## config.mk

```make
export PLATFORM = sky130hd
export DESIGN_NAME = sat_integrator
export DESIGN_NICKNAME = d
export VERILOG_FILES = /design/src/rtl/sat_pkg.sv /design/src/rtl/sat_integrator.sv
export SDC_FILE = /design/constraint.sdc
export NUM_CORES = 1
export LEC_CHECK = 0
export BUFFER_PORTS_ARGS = -buffer_cell sky130_fd_sc_hd__clkbuf_2
export CAP_MARGIN = 25
export CORE_UTILIZATION = 35
export DETAILED_ROUTE_END_ITERATION = 6
export HOLD_SLACK_MARGIN = 0.08
export PLACE_DENSITY = 0.54
export SLEW_MARGIN = 10
export SYNTH_ARGS = -nofsm -noshare
export SYNTH_HDL_FRONTEND = slang
export SYNTH_SLANG_ARGS = --single-unit
```

## constraint.sdc

```tcl
create_clock -name clk -period 10 [get_ports clk]
set_input_delay 1 -clock clk [delete_from_list [all_inputs] [get_ports clk]]
set_output_delay 1 -clock clk [all_outputs]
set_load 0.01 [all_outputs]
```

## src/rtl/sat_pkg.sv

```systemverilog
// Shared types and constants for the summed-area table engine.
package sat_pkg;

  localparam int DATA_W      = 64;
  localparam int COORD_W     = 7;
  localparam int KIND_W      = 3;
  localparam int COUNT_W     = 7;
  localparam int CFG_INDEX_W = 4;

  // Operation codes
  localparam logic [KIND_W-1:0] KIND_POINT_ADD = 3'd0;
  localparam logic [KIND_W-1:0] KIND_RECT_ADD  = 3'd1;
  localparam logic [KIND_W-1:0] KIND_POINT_SET = 3'd2;
  localparam logic [KIND_W-1:0] KIND_POINT_READ = 3'd3;
  localparam logic [KIND_W-1:0] KIND_RECT_SUM  = 3'd4;

  // Register indexes
  localparam logic [CFG_INDEX_W-1:0] CFG_ROW_COUNT = 4'd0;
  localparam logic [CFG_INDEX_W-1:0] CFG_COL_COUNT = 4'd1;

  localparam logic [COUNT_W-1:0] COUNT_RESET = 7'd64;

  typedef struct packed {
    logic [KIND_W-1:0]         kind;
    logic [COORD_W-1:0]        row_a;
    logic [COORD_W-1:0]        col_a;
    logic [COORD_W-1:0]        row_b;
    logic [COORD_W-1:0]        col_b;
    logic signed [DATA_W-1:0]  value;
  } cmd_t;

  typedef struct packed {
    logic signed [DATA_W-1:0]  sum;
    logic                      bad_coordinate;
  } result_t;

endpackage

```

## src/rtl/sat_integrator.sv

```systemverilog
// In-place 2-D prefix sum sweep over the grid store, one cell per cycle.
module sat_integrator #(
  parameter int MAX_ROWS = 64,
  parameter int MAX_COLS = 64,
  localparam int RW      = $clog2(MAX_ROWS + 2),
  localparam int CW      = $clog2(MAX_COLS + 2),
  localparam int CELLS   = (MAX_ROWS + 2) * (MAX_COLS + 2),
  localparam int AW      = $clog2(CELLS),
  localparam int STRIDE  = MAX_COLS + 2
) (
  input  logic                       clk,
  input  logic                       rst,
  input  logic                       go,
  input  logic [RW-1:0]              h,
  input  logic [CW-1:0]              w,
  output logic [AW-1:0]              raddr0,
  output logic [AW-1:0]              raddr1,
  input  logic [sat_pkg::DATA_W-1:0] rdata0,
  input  logic [sat_pkg::DATA_W-1:0] rdata1,
  output logic                       we,
  output logic [AW-1:0]              waddr,
  output logic [sat_pkg::DATA_W-1:0] wdata,
  output logic                       done
);

  // Issue stage
  logic          active;
  logic [RW-1:0] row_i;
  logic [CW-1:0] col_j;
  logic [AW-1:0] cur;
  logic          last_cell;
  logic          row_end;

  // Update stage
  logic          p_valid;
  logic          p_last;
  logic          p_first;
  logic [AW-1:0] p_addr;
  logic [AW-1:0] p_up;

  // Last write, for the one-column case where the cell above was just written
  logic                       f_valid;
  logic [AW-1:0]              f_addr;
  logic [sat_pkg::DATA_W-1:0] f_data;

  logic [sat_pkg::DATA_W-1:0] run;
  logic [sat_pkg::DATA_W-1:0] run_next;
  logic [sat_pkg::DATA_W-1:0] up_val;

  assign row_end   = (col_j == w + CW'(1));
  assign last_cell = row_end && (row_i == h + RW'(1));

  // Current cell and the one above it
  assign raddr0 = cur;
  assign raddr1 = cur - AW'(STRIDE);

  always_ff @(posedge clk) begin
    if (rst) begin
      active <= 1'b0;
    end else if (go) begin
      active <= 1'b1;
    end else if (active && last_cell) begin
      active <= 1'b0;
    end
  end

  // Row-major walk over rows 1..h+1, columns 1..w+1
  always_ff @(posedge clk) begin
    if (go) begin
      row_i <= RW'(1);
      col_j <= CW'(1);
      cur   <= AW'(STRIDE + 1);
    end else if (active && !last_cell) begin
      if (row_end) begin
        row_i <= row_i + RW'(1);
        col_j <= CW'(1);
        cur   <= cur + AW'(STRIDE) - AW'(w);
      end else begin
        col_j <= col_j + CW'(1);
        cur   <= cur + AW'(1);
      end
    end
  end

  always_ff @(posedge clk) begin
    if (rst) begin
      p_valid <= 1'b0;
      f_valid <= 1'b0;
      done    <= 1'b0;
    end else begin
      p_valid <= active;
      f_valid <= p_valid;
      done    <= p_valid && p_last;
    end
  end

  always_ff @(posedge clk) begin
    p_last  <= last_cell;
    p_first <= (col_j == CW'(1));
    p_addr  <= cur;
    p_up    <= raddr1;
    f_addr  <= p_addr;
    f_data  <= wdata;
    if (p_valid) begin
      run <= run_next;
    end
  end

  // S(i,j) = S(i-1,j) + row running sum of raw cells
  assign up_val   = (f_valid && (f_addr == p_up)) ? f_data : rdata1;
  assign run_next = (p_first ? '0 : run) + rdata0;
  assign wdata    = up_val + run_next;
  assign we       = p_valid;
  assign waddr    = p_addr;

endmodule

```

# Yosys cells after proc, flatten, opt, wreduce, memory -nomap -nowiden

Cells that the tools add are included.

$add $sub $neg: 10
Equality and inequality tests: 4
Mux-type cells: 6
Reduce and logical (&&, ||, !) cells: 8

Operators with widths:

| cell                  | count |
|---|---|
| $add 64x64->64        | 2 |
| $mux 64               | 2 |
| $add 7x1->7 const B   | 4 |
| $eq 7x7->1            | 2 |
| $add 13x1->13 const B | 1 |
| $add 13x7->13 const B | 1 |
| $eq 13x13->1          | 1 |
| $mux 13               | 1 |
| $sub 13x7->13         | 1 |
| $sub 13x7->13 const B | 1 |
| $eq 7x1->1 const B    | 1 |
| $mux 7                | 1 |
| $logic_and 1x1->1     | 5 |
| $mux 1                | 2 |
| $reduce_and 2->1      | 1 |
| $reduce_bool 2->1     | 1 |
| $logic_not 1->1       | 1 |

Register bits after elaboration: 200
Output and inout bits: 105

# Longest topological paths before layout

Gate-level depths: netlist of run 1.

Word-level depth: 6
Gate-level depth with buffers: 32
Depth with buffers taken out: 29

# Worst setup path before layout of run 1

Ideal clock, no wire load.

Kind: input to output
Start: in rdata0[0] (netlist bit)
End: out wdata[56] (netlist bit)
Data arrival time: 5.804 ns
Setup slack: 3.196 ns
Stages on the path: 23
Cell sequence: ha_1 -> fa_1 -> a211oi_2 -> o21ai_1 -> a311oi_2 -> and2_1 -> o21ai_0 -> xor2_1 -> ha_1 -> clkbuf_1 -> and3_1 -> and3_1 -> a211o_1 -> a221oi_1 -> nand2_1 -> o211ai_1 -> o41ai_2 -> a21oi_2 -> nand3_1 -> a31o_4 -> a311oi_2 -> o21ai_1 -> xor2_1

Word-level cells in the longest chain between the ends: 2

Ends and longest elaborated chain:

| element                | RTL line              | source |
|---|---|---|
| start, declared        | sat_integrator.sv:18  | `input logic [sat_pkg::DATA_W-1:0] rdata0,` |
| $add 64x64->64         | sat_integrator.sv:111 | `assign run_next = (p_first ? '0 : run) + rdata0;` |
| via run_next (one bit) | sat_integrator.sv:47  | `logic [sat_pkg::DATA_W-1:0] run_next;` |
| $add 64x64->64         | sat_integrator.sv:112 | `assign wdata = up_val + run_next;` |
| end, declared          | sat_integrator.sv:22  | `output logic [sat_pkg::DATA_W-1:0] wdata,` |

The timed path passes the listed nets, and every way through them passes these cells.

# Final worst setup path of run 1

Start: reg p_first
End: out wdata[50] (netlist bit)

Word-level cells in the longest chain between the ends: 3

Ends and longest elaborated chain:

| element                | RTL line              | source |
|---|---|---|
| start, declared        | sat_integrator.sv:37  | `logic p_first;` |
| start signal, assigned | sat_integrator.sv:99  | `p_first <= (col_j == CW'(1));` |
| $mux 64                | sat_integrator.sv:111 |  |
| $add 64x64->64         | sat_integrator.sv:111 |  |
| via run_next (one bit) | sat_integrator.sv:47  |  |
| $add 64x64->64         | sat_integrator.sv:112 |  |

The timed path passes the listed nets, and every way through them passes these cells.

==> flow_metrics.tcl, run 1 <==
set metrics [dict create \
    slowest_stage "dfxtp_2" \
    chipHeight_um 218 \
    areaGrowthSynthToFinish_pct 14.3 \
    crit_family "compound AO/OA/AOI/OAI gates" \
    ys_top_cells_by_area "dfxtp_1, ha_1, edfxtp_1, xnor2_1, a21oi_1" \
    synth-main-ff-cell "dfxtp_1" \
    multiInputGateArea_um2 11200 \
    gp_congestion 0.962 \
    cts.sinks 199 \
    seq_area_um2 4630 \
    totalWireLength_um 49500 \
    synth_edf_count 64 \
    slew_violations 0 \
    grt_first_pass_wirelength_um 76800 \
    ctsRootBufferMaster "clkbuf_16" \
    power.share.combinational_pct 55.0 \
    pwr-share-seq_pct 26.9 \
    cts_tree "done" \
    synth_cell_types 114 \
    critPathMaxStageDelay_ns 0.84 \
    fin_skew_ns 0.0156 \
    path_class "reg -> out" \
    row_count 78 \
    grt_pass1_vias 13807 \
    min_period_over_period_pct 84.6 \
    crit_path_start_kind "flop" \
    setup_viol 0 \
    maxSlewHeadroom_pct 42.1 \
    finalNetCount 2332 \
    post_drt_wl_per_cell_um 18.7 \
    grtUsageTotal_pct 21.1 \
    placed_cell_area_um2 18100 \
    grt_max_degree 58 \
    rsz0062_at_grt "false" \
    post_cts_buffers 0 \
    arrival_ns 7.46 \
    power_leakage_nw 7.96 \
    yosysSeqAreaShare_pct 28.3 \
    antenna_left 0 \
    clkTransAtPathRegs_ns 0.08 \
    n_fill_cell 4621 \
    yosysTopAreaCellShare_pct 16.5 \
    tightest_slew_ns 0.868 \
    cp.buffers_inverters 3 \
    vias 14152 \
    floorplan.initialDensity_pct 35.7 \
    drtIter0Drc 855 \
    ys_ff_latch 199 \
    internal_power_mw 2.24 \
    final_area_um2 18700 \
    p_per_area_nw_per_um2 217 \
    core_um2 45800 \
    cts_made_buffers 17 \
    clock_path_buffers 2 \
    setup_tns_ns 0 \
    fp.dieW_um 218 \
    yosys_warnings 0 \
    h-tree-depth 4 \
    final_util_pct 40.9 \
    endpoint_kind "output pin" \
    peakVddDrop_mv 0.174 \
    min_path_type "reg -> reg" \
    grt.overflow.total 0 \
    layout_common_cells "clkbuf_2, ha_1, a21oi_1" \
    final_common_cell "clkbuf_2" \
    portBuffers 249 \
    synth_cells 1814 \
    dr.pass1.iters 5 \
    cts_resized 0 \
    async_flop_share_pct 0 \
    switching_power_mw 1.81 \
    power_frac_clock_pct 18.1 \
    io_pins 250 \
    status "complete, no violations" \
    clk_latency_ns 0.50 \
    route.detailed.drc 0 \
    die-area_um2 47600 \
    netlist_area_um2 16400 \
    antenna_found_initial 5 \
    required_ns 9.00 \
    min_period_ns 8.46 \
    syn-num-nets 2122 \
    hold_viol_final 0 \
    layout-drive-gt1-share_pct 21.3 \
    vias_per_cell 5.36 \
    dp_hpwl_um 40300 \
    critPathMaxFanout 25 \
    cap_violations 0 \
    synth_top_cell_by_area "dfxtp_1" \
    fmax_ghz 0.118 \
    switching_share_pct 44.8 \
    cts_hold_buf 0 \
    syn_avg_cell_area_um2 9.02 \
]
path summary, 6_finish.rpt:
| check | to | start | slack (ns) | cells after the start |
|---|---|---|---|---|
| min reg2reg | f_addr[1] | waddr[1] | 0.35 | 0 |
| max | wdata[50] | p_first | 1.54 | 25 |
| max reg2reg | f_data[50] | p_first | 3.13 | 24 |
| min | f_addr[1] | waddr[1] | 0.35 | 0 |
sequential cells by signal (all words and copies together), names as in the netlist:
signal,flops
active,1
col_j,7
done,1
f_addr,13
f_data,64
f_valid,1
p_first,1
p_last,1
p_up,13
raddr0,13
row_i,7
run,64
waddr,12
we,1
cell usage after synthesis (9+ instances only):
master / count
a211oi_1: 16
o211ai_1: 15
nor2b_1: 84
buf_2: 11
nor2_1: 107
o21a_1: 15
a21o_1: 66
nand2b_1: 22
dfxtp_1: 135
nor3_1: 34
nor4_1: 9
o21ai_0: 88
a21oi_1: 140
o21bai_1: 13
mux2_2: 56
ha_1: 160
a21oi_2: 11
and3_1: 21
and2_1: 11
or3_1: 9
inv_1: 61
mux2i_1: 25
nand2_1: 122
clkbuf_1: 41
xnor2_1: 135
o21ai_1: 19
a31oi_1: 12
nand4_1: 39
edfxtp_1: 64
xor2_1: 63
nand3_1: 40
per-stage QoR:
stage / worst slack (ns) / total power, mW / hold WS (ns) / cells
after floorplan: 3.20 / 2.60 / 0.364 / 1814
after global placement: 2.19 / 3.31 / 0.337 / 2605
after detailed placement: 2.06 / 3.32 / 0.337 / 2605
after CTS: 1.46 / 4.08 / 0.353 / 2637
after global routing: 0.955 / 4.33 / 0.358 / 2638
final: 1.54 / 4.05 / 0.352 / 2639
cell type report:
type	instances	area share, %
diodes	2	0.0268
repair buffers	256	6.95
flip-flops and latches	199	24.8
clock buffers	18	2.41
multi-input cells	1488	59.8
well taps	600	4.01
clock inverters	14	0.790
inverters	62	1.24
worst register-to-register path, stage by stage (launching register included):
cell	delay [ns]
dfxtp_2	0.84
buf_4	0.40
nor2b_1	0.09
ha_1	0.42
a21o_1	0.18
a31oi_1	0.06
o31ai_1	0.44
or2_2	0.24
inv_1	0.05
o21ai_0	0.31
a21oi_1	0.14
xnor2_1	0.30
ha_1	0.35
and3_1	0.20
and3_1	0.17
a211o_1	0.30
a221oi_1	0.49
nand2_1	0.09
o211ai_1	0.22
o41ai_2	0.18
a31oi_1	0.38
o211ai_1	0.21
a21oi_1	0.31
o21ai_0	0.16
xor2_1	0.25
power groups by stage:
stage	combinational (mW)	clock (mW)	sequential, mW
2_1_floorplan	1.51	0	1.09
3_3_place_gp	2.21	0	1.10
3_5_place_dp	2.21	0	1.11
4_1_cts	2.22	0.763	1.09
5_1_grt	2.43	0.790	1.11
6_report	2.23	0.731	1.09
per-layer routing:
metal | wire length (um) | up-vias | share of wire [%] | GRT usage [%]
met2 | 22300 | 339 | 45 | 33.4
li1 | - | 7074 | - | -
met5 | 41 | - | 0.083 | 0
met4 | 1050 | 6 | 2.1 | 6.88
met1 | 23000 | 6684 | 47 | 28.2
met3 | 2980 | 49 | 6.0 | 4.84
cell families after synthesis:
logic type	share of synthesized area, %
AOI/OAI and AO/OA	21.7
xor gates and xnor gates	11.1
adders and majority gates	12.6
buffers and inverters	3.40
DFF	28.3
muxes	5.47
and+or+nand+nor	17.4
Note: power is estimated with default switching activity, not from simulation.
==> inputs of run 2 (changes only) <==
Settings changed: ABC_AREA set to 1, PLACE_DENSITY 0.54 to 0.53.
Clock period 10 ns to 8.4 ns, I/O delays scaled along.
==> run 2 against run 1 <==
  * Sequential share of layout area shrank 2.6 points
  * Setup slack lost 0.076 ns
  * Cell count grew 45%
  * Area after synthesis grew 12%
  * Register-to-register slack lost 0.29 ns
  * Utilization shrank 0.27 points
  * Non-clock buffer count shrank 2
==> flow_metrics.tcl, run 2 <==
set metrics [dict create \
    status "complete, no violations" \
    synth_cell_types 55 \
    grt_max_degree 52 \
    finalNetCount 3437 \
    fin_cells 3823 \
    fp.dieW_um 230 \
    cts_hold_buf 0 \
    min_path_type "reg -> reg" \
    antenna_found_initial 3 \
    cp_common_cell "nand2_1" \
    io_pins 250 \
    drtIter0Drc 1241 \
    pwr-share-seq_pct 26.9 \
    arrival_ns 6.09 \
    route.detailed.drc 0 \
    grt.overflow.total 0 \
    fin_skew_ns 0.0303 \
    endpoint_kind "output pin" \
    post_drt_wl_per_cell_um 17.4 \
    required_ns 7.56 \
    synthTopCellsByCount "nand2_1, inv_1, nor2_1, a21oi_1, nand3_1" \
    critPathMaxStageDelay_ns 0.89 \
    p_per_area_nw_per_um2 236 \
    async_flop_share_pct 0 \
    post-place-cells 3790 \
    peakVddDrop_mv 0.156 \
    layout_common_cells "nand2_1, inv_1, nor2_1" \
    die-area_um2 53100 \
    areaGrowthSynthToFinish_pct 14.3 \
    synth_top_cell_by_area "nand2_1" \
    vias 18697 \
    tightest_slew_ns 0.917 \
    switching_share_pct 48.5 \
    row_count 83 \
    h-tree-depth 4 \
    critPathMaxFanout 36 \
    clk_latency_ns 0.51 \
    setup_viol 0 \
    min_period_over_period_pct 82.5 \
    floorplan.initialDensity_pct 35.5 \
    ys_top_cells_by_area "nand2_1, dfxtp_1, ha_1, edfxtp_1, inv_1" \
    cap_violations 0 \
    post_cts_buffers 0 \
    portBuffers 249 \
    synth-main-ff-cell "dfxtp_1" \
    netlist_area_um2 18300 \
    synth.most_common_cell "nand2_1" \
    slowest_stage "dfxtp_2" \
    internal_power_mw 2.53 \
    path_class "reg -> out" \
    yosysTopAreaCellShare_pct 16.5 \
    yosysSeqAreaShare_pct 25.3 \
    cp.buffers_inverters 2 \
    fmax_ghz 0.144 \
    top_regs "f_data: 64 flops, run: 64 flops" \
    power.share.combinational_pct 55.4 \
    syn-num-nets 3192 \
    layout-drive-gt1-share_pct 13.3 \
    grtUsageTotal_pct 25.1 \
    ctsRootBufferMaster "clkbuf_16" \
    min_period_ns 6.93 \
    totalWireLength_um 66400 \
    hold_viol_final 0 \
    ys_ff_latch 199 \
    syn_avg_cell_area_um2 6.33 \
    vias_per_cell 4.89 \
    chipHeight_um 230 \
    clkTransAtPathRegs_ns 0.09 \
    final_common_cell "nand2_1" \
    cts_made_buffers 17 \
    synth_edf_count 64 \
    clock_path_buffers 2 \
    setup_tns_ns 0 \
    power_leakage_nw 11.2 \
    switching_power_mw 2.38 \
    crit_path_start_kind "flop" \
    dp_hpwl_um 56700 \
    slew_violations 0 \
    synth_cells 2884 \
    rsz0062_at_grt "false" \
    power_frac_clock_pct 17.7 \
    grt_first_pass_wirelength_um 101000 \
    maxSlewHeadroom_pct 38.9 \
    core_um2 51400 \
    gp_congestion 0.999 \
    cts_tree "done" \
    yosys_warnings 0 \
    cts.sinks 199 \
    antenna_left 0 \
    dr.pass1.iters 7 \
    cts_resized 0 \
    crit_family "simple AND/OR/NAND/NOR gates" \
    grt_pass1_vias 18180 \
]
## run 2: cells by family (layout without fill, tap and decap cells)
| group | count (synthesis) | after routing | share of synthesized area, % |
|---|---|---|---|
| flops | 199 | 199 | 25.3 |
| other cells | 0 | 1 | 0 |
| compound gates | 319 | 319 | 9.69 |
| simple gates | 1553 | 1553 | 36.4 |
| buf+inv | 515 | 773 | 10.8 |
| fa+ha+maj | 163 | 163 | 11.3 |
| xor+xnor | 135 | 135 | 6.48 |
## run 2: power groups by stage
stage,Clock (mW),Sequential (mW),Combinational [mW]
after floorplan,0,1.32,1.74
after global placement,0,1.34,2.70
after detailed placement,0,1.35,2.70
after CTS,0.903,1.32,2.71
after global routing,0.927,1.35,3.01
final,0.870,1.32,2.72
## run 2: worst reg2reg max path, stage by stage (launching register included)
cell and delay (ns):
dfxtp_2 0.89, nor2_1 0.14, ha_1 0.25, fa_1 0.47, nand3_1 0.14, nand3_2 0.12
nand2_1 0.09, nand2_1 0.15, nand2_1 0.10, nand2_1 0.22, nand2_1 0.20, nand3_2 0.11
nand4_1 0.10, o211ai_1 0.18, a21oi_1 0.33, o21ai_1 0.20, xor2_1 0.19, ha_1 0.40
a21oi_1 0.23, o21ai_0 0.17, a211oi_1 0.22, and2_1 0.17, inv_1 0.04, a21oi_1 0.12
nand3_1 0.08, nand2_1 0.07, nand2_1 0.06
## run 2: layer usage
metal,global-route usage [%],up-vias,share of wire [%]
met5,0,-,0.057
met4,10.6,6,3.7
met3,5.78,110,7.0
met2,39.7,546,44
met1,32.7,8407,45
li1,-,9628,-
## run 2: layout make-up
| type | instances | area [um2] |
|---|---|---|
| fill | 5583 | 30500 |
| multi-input combinational | 2170 | 11700 |
| sequential | 199 | 4630 |
| inverter | 487 | 1830 |
| timing repair buffer | 254 | 1280 |
| tap | 680 | 851 |
| clock buffer | 20 | 467 |
| clock inverter | 12 | 141 |
| antenna | 1 | 2.50 |
## run 2: through the flow
stage	area [um2]	power, mW	setup WS (ns)	hold WS [ns]	util [%]
after floorplan	18300	3.06	3.38	0.364	-
after global placement	20300	4.04	2.04	0.342	39.4
after detailed placement	20300	4.04	2.07	0.347	39.4
after CTS	20900	4.94	1.47	0.368	40.6
after global routing	20900	5.28	0.977	0.375	40.6
final	20900	4.92	1.47	0.370	40.6
## run 2: worst paths after layout
path | slack [ns] | startpoint | depth (start not counted) | to
setup reg to reg | 2.84 | p_first | 26 | f_data[63]
hold reg to reg | 0.37 | waddr[8] | 0 | f_addr[8]
hold / removal | 0.37 | waddr[8] | 0 | f_addr[8]
setup / recovery | 1.47 | p_first | 27 | wdata[63]
==> inputs of run 3 (changes only) <==
Settings changed: ABC_AREA 1 to 0, PLACE_DENSITY 0.53 to 0.54.
Clock period 8.4 ns to 6.6 ns, I/O delays scaled along.
==> run 3 against run 2 <==
  * The flow now finishes with violations (setup timing)
  * Sequential power up 24%
  * Via count shrank 19%
  * Combinational power increased by 58%
  * Die area is 10% lower
  * Clock-buffer cell count is 3 lower
  * Critical path depth is 7 higher
==> flow_metrics.tcl, run 3 (synthesized netlist as in run 1, its figures left out) <==
set metrics [dict create \
    finalNetCount 2554 \
    min_period_ns 6.70 \
    portBuffers 249 \
    vias_per_cell 5.26 \
    switching_share_pct 43.6 \
    cts_hold_buf 0 \
    fin_skew_ns 0.0140 \
    peakVddDrop_mv 0.263 \
    fp.dieW_um 218 \
    antenna_left 0 \
    power_frac_clock_pct 15.4 \
    row_count 78 \
    grtUsageTotal_pct 22.1 \
    grt_max_degree 58 \
    slowest_stage "dfxtp_4" \
    fin_ws_ns -0.101 \
    switching_power_mw 3.07 \
    power_mw 7.03 \
    slew_violations 0 \
    reg2reg_to "f_data[63]" \
    dr.pass1.iters 5 \
    gp_congestion 0.916 \
    violations "setup timing" \
    status "complete, but fails checks" \
    totalWireLength_um 53000 \
    hold_viol_final 0 \
    final_util_pct 47.2 \
    core_um2 45800 \
    drtIter0Drc 786 \
    grt_pass1_vias 14656 \
    arrival_ns 6.04 \
    crit_path_start_kind "flop" \
    post-place-cells 2757 \
    h-tree-depth 4 \
    maxSlewHeadroom_pct 33.8 \
    clkTransAtPathRegs_ns 0.08 \
    post_drt_wl_per_cell_um 18.5 \
    internal_power_mw 3.97 \
    route.detailed.drc 0 \
    holdWs_ns 0.338 \
    min_period_over_period_pct 102 \
    chipHeight_um 218 \
    antenna_found_initial 8 \
    setup_viol 5 \
    cts.sinks 199 \
    fmax_ghz 0.149 \
    setup_tns_ns -0.169 \
    cap_violations 0 \
    reg2regPathDepth 27 \
    required_ns 5.94 \
    p_per_area_nw_per_um2 326 \
    ctsRootBufferMaster "clkbuf_16" \
    dp_hpwl_um 41800 \
    top_regs "f_data: 64 flops, run: 64 flops" \
    holdPathEnd "we" \
    hold-path-cell-count 2 \
    fin_cells 2864 \
    cts_made_buffers 17 \
    cts_tree "done" \
    power_leakage_nw 9.34 \
    r2r_slack_ns 1.14 \
    clock_path_buffers 2 \
    min-delay-start "rst" \
    areaGrowthSynthToFinish_pct 32.0 \
    grt.overflow.total 0 \
    power.share.combinational_pct 61.2 \
    cp_common_cell "a21oi_2" \
    critPathMaxFanout 5 \
    io_pins 250 \
    clk_latency_ns 0.50 \
    critPathMaxStageDelay_ns 0.38 \
    die-area_um2 47600 \
    final_common_cell "clkbuf_2" \
    layout_common_cells "clkbuf_2, buf_4, ha_1" \
    vias 15074 \
    grt_first_pass_wirelength_um 80300 \
    tightest_slew_ns 0.986 \
    min_path_type "in -> reg" \
    endpoint_kind "output pin" \
    layout-drive-gt1-share_pct 35.6 \
    rsz0062_at_grt "true" \
    path_class "reg -> out" \
    r2r-start "p_first" \
    pwr-share-seq_pct 23.3 \
    floorplan.initialDensity_pct 35.7 \
]
## run 3: cell types whose count changed in the layout (fill, tap and decap cells not counted), sizes merged, moves of 61 or more
cell	before	now
inv	479	73
nor2b	0	84
a21o	5	66
nand3	182	40
nor2	427	109
buf	5	243
nand2	844	123
xnor2	35	136
## run 3: through the flow
step | worst slack, ns | cell area (um2)
6_report | -0.101 | 21600
3_5_place_dp | -0.137 | 19300
4_1_cts | -0.0989 | 20900
2_1_floorplan | 0.371 | 16400
5_1_grt | -0.475 | 21600
3_3_place_gp | -0.0889 | 19300
## run 3: final cells by class
type | count | area [um2]
fill | 4369 | 24200
multi-input combinational | 1488 | 12300
sequential | 199 | 4630
timing repair buffer | 478 | 3100
tap | 600 | 751
clock buffer | 17 | 425
inverter | 62 | 233
clock inverter | 15 | 154
antenna | 5 | 12.5
## run 3: power groups by stage
stage | registers, mW | logic, mW | clock network (mW)
after floorplan | 1.65 | 2.29 | 0
after global placement | 1.66 | 3.70 | 0
after detailed placement | 1.67 | 3.71 | 0
after CTS | 1.64 | 4.05 | 1.12
after global routing | 1.67 | 4.64 | 1.16
final | 1.64 | 4.31 | 1.09
## run 3: routing by layer
layer	GRT usage, %	vias up	wire, um
met5	0	-	45
met4	8.48	6	1580
met3	4.66	73	2970
met2	34.6	350	23700
met1	29.5	7103	24700
li1	-	7542	-
## run 3: worst max-delay path, delay by kind of cell (launching register included)
kind                       cells  cell delay (ns)
adders and majority gates      2             0.64
xor gates and xnor gates       1             0.12
and+or+nand+nor               12             1.17
buffers and inverters          5             0.78
AOI/OAI and AO/OA             14             2.45
DFF                            1             0.38
## run 3: how the worst max path moves through the flow
| stage | startpoint | endpoint | slack (ns) | cells after the start |
|---|---|---|---|---|
| after floorplan | p_first | wdata[56] | 0.37 | 25 |
| after global placement | rdata0[1] | wdata[60] | -0.09 | 26 |
| after detailed placement | rdata0[0] | wdata[61] | -0.14 | 23 |
| after CTS | p_first | wdata[54] | -0.1 | 26 |
| after global routing | p_first | wdata[62] | -0.47 | 32 |
| final | p_first | wdata[62] | -0.10 | 34 |
## run 3: what timing repair did
item	CTS	global route
resized for setup	138	104
buffers inserted	43	27
gates cloned	3	0
setup endpoints to repair	26	23
pin swaps	107	81
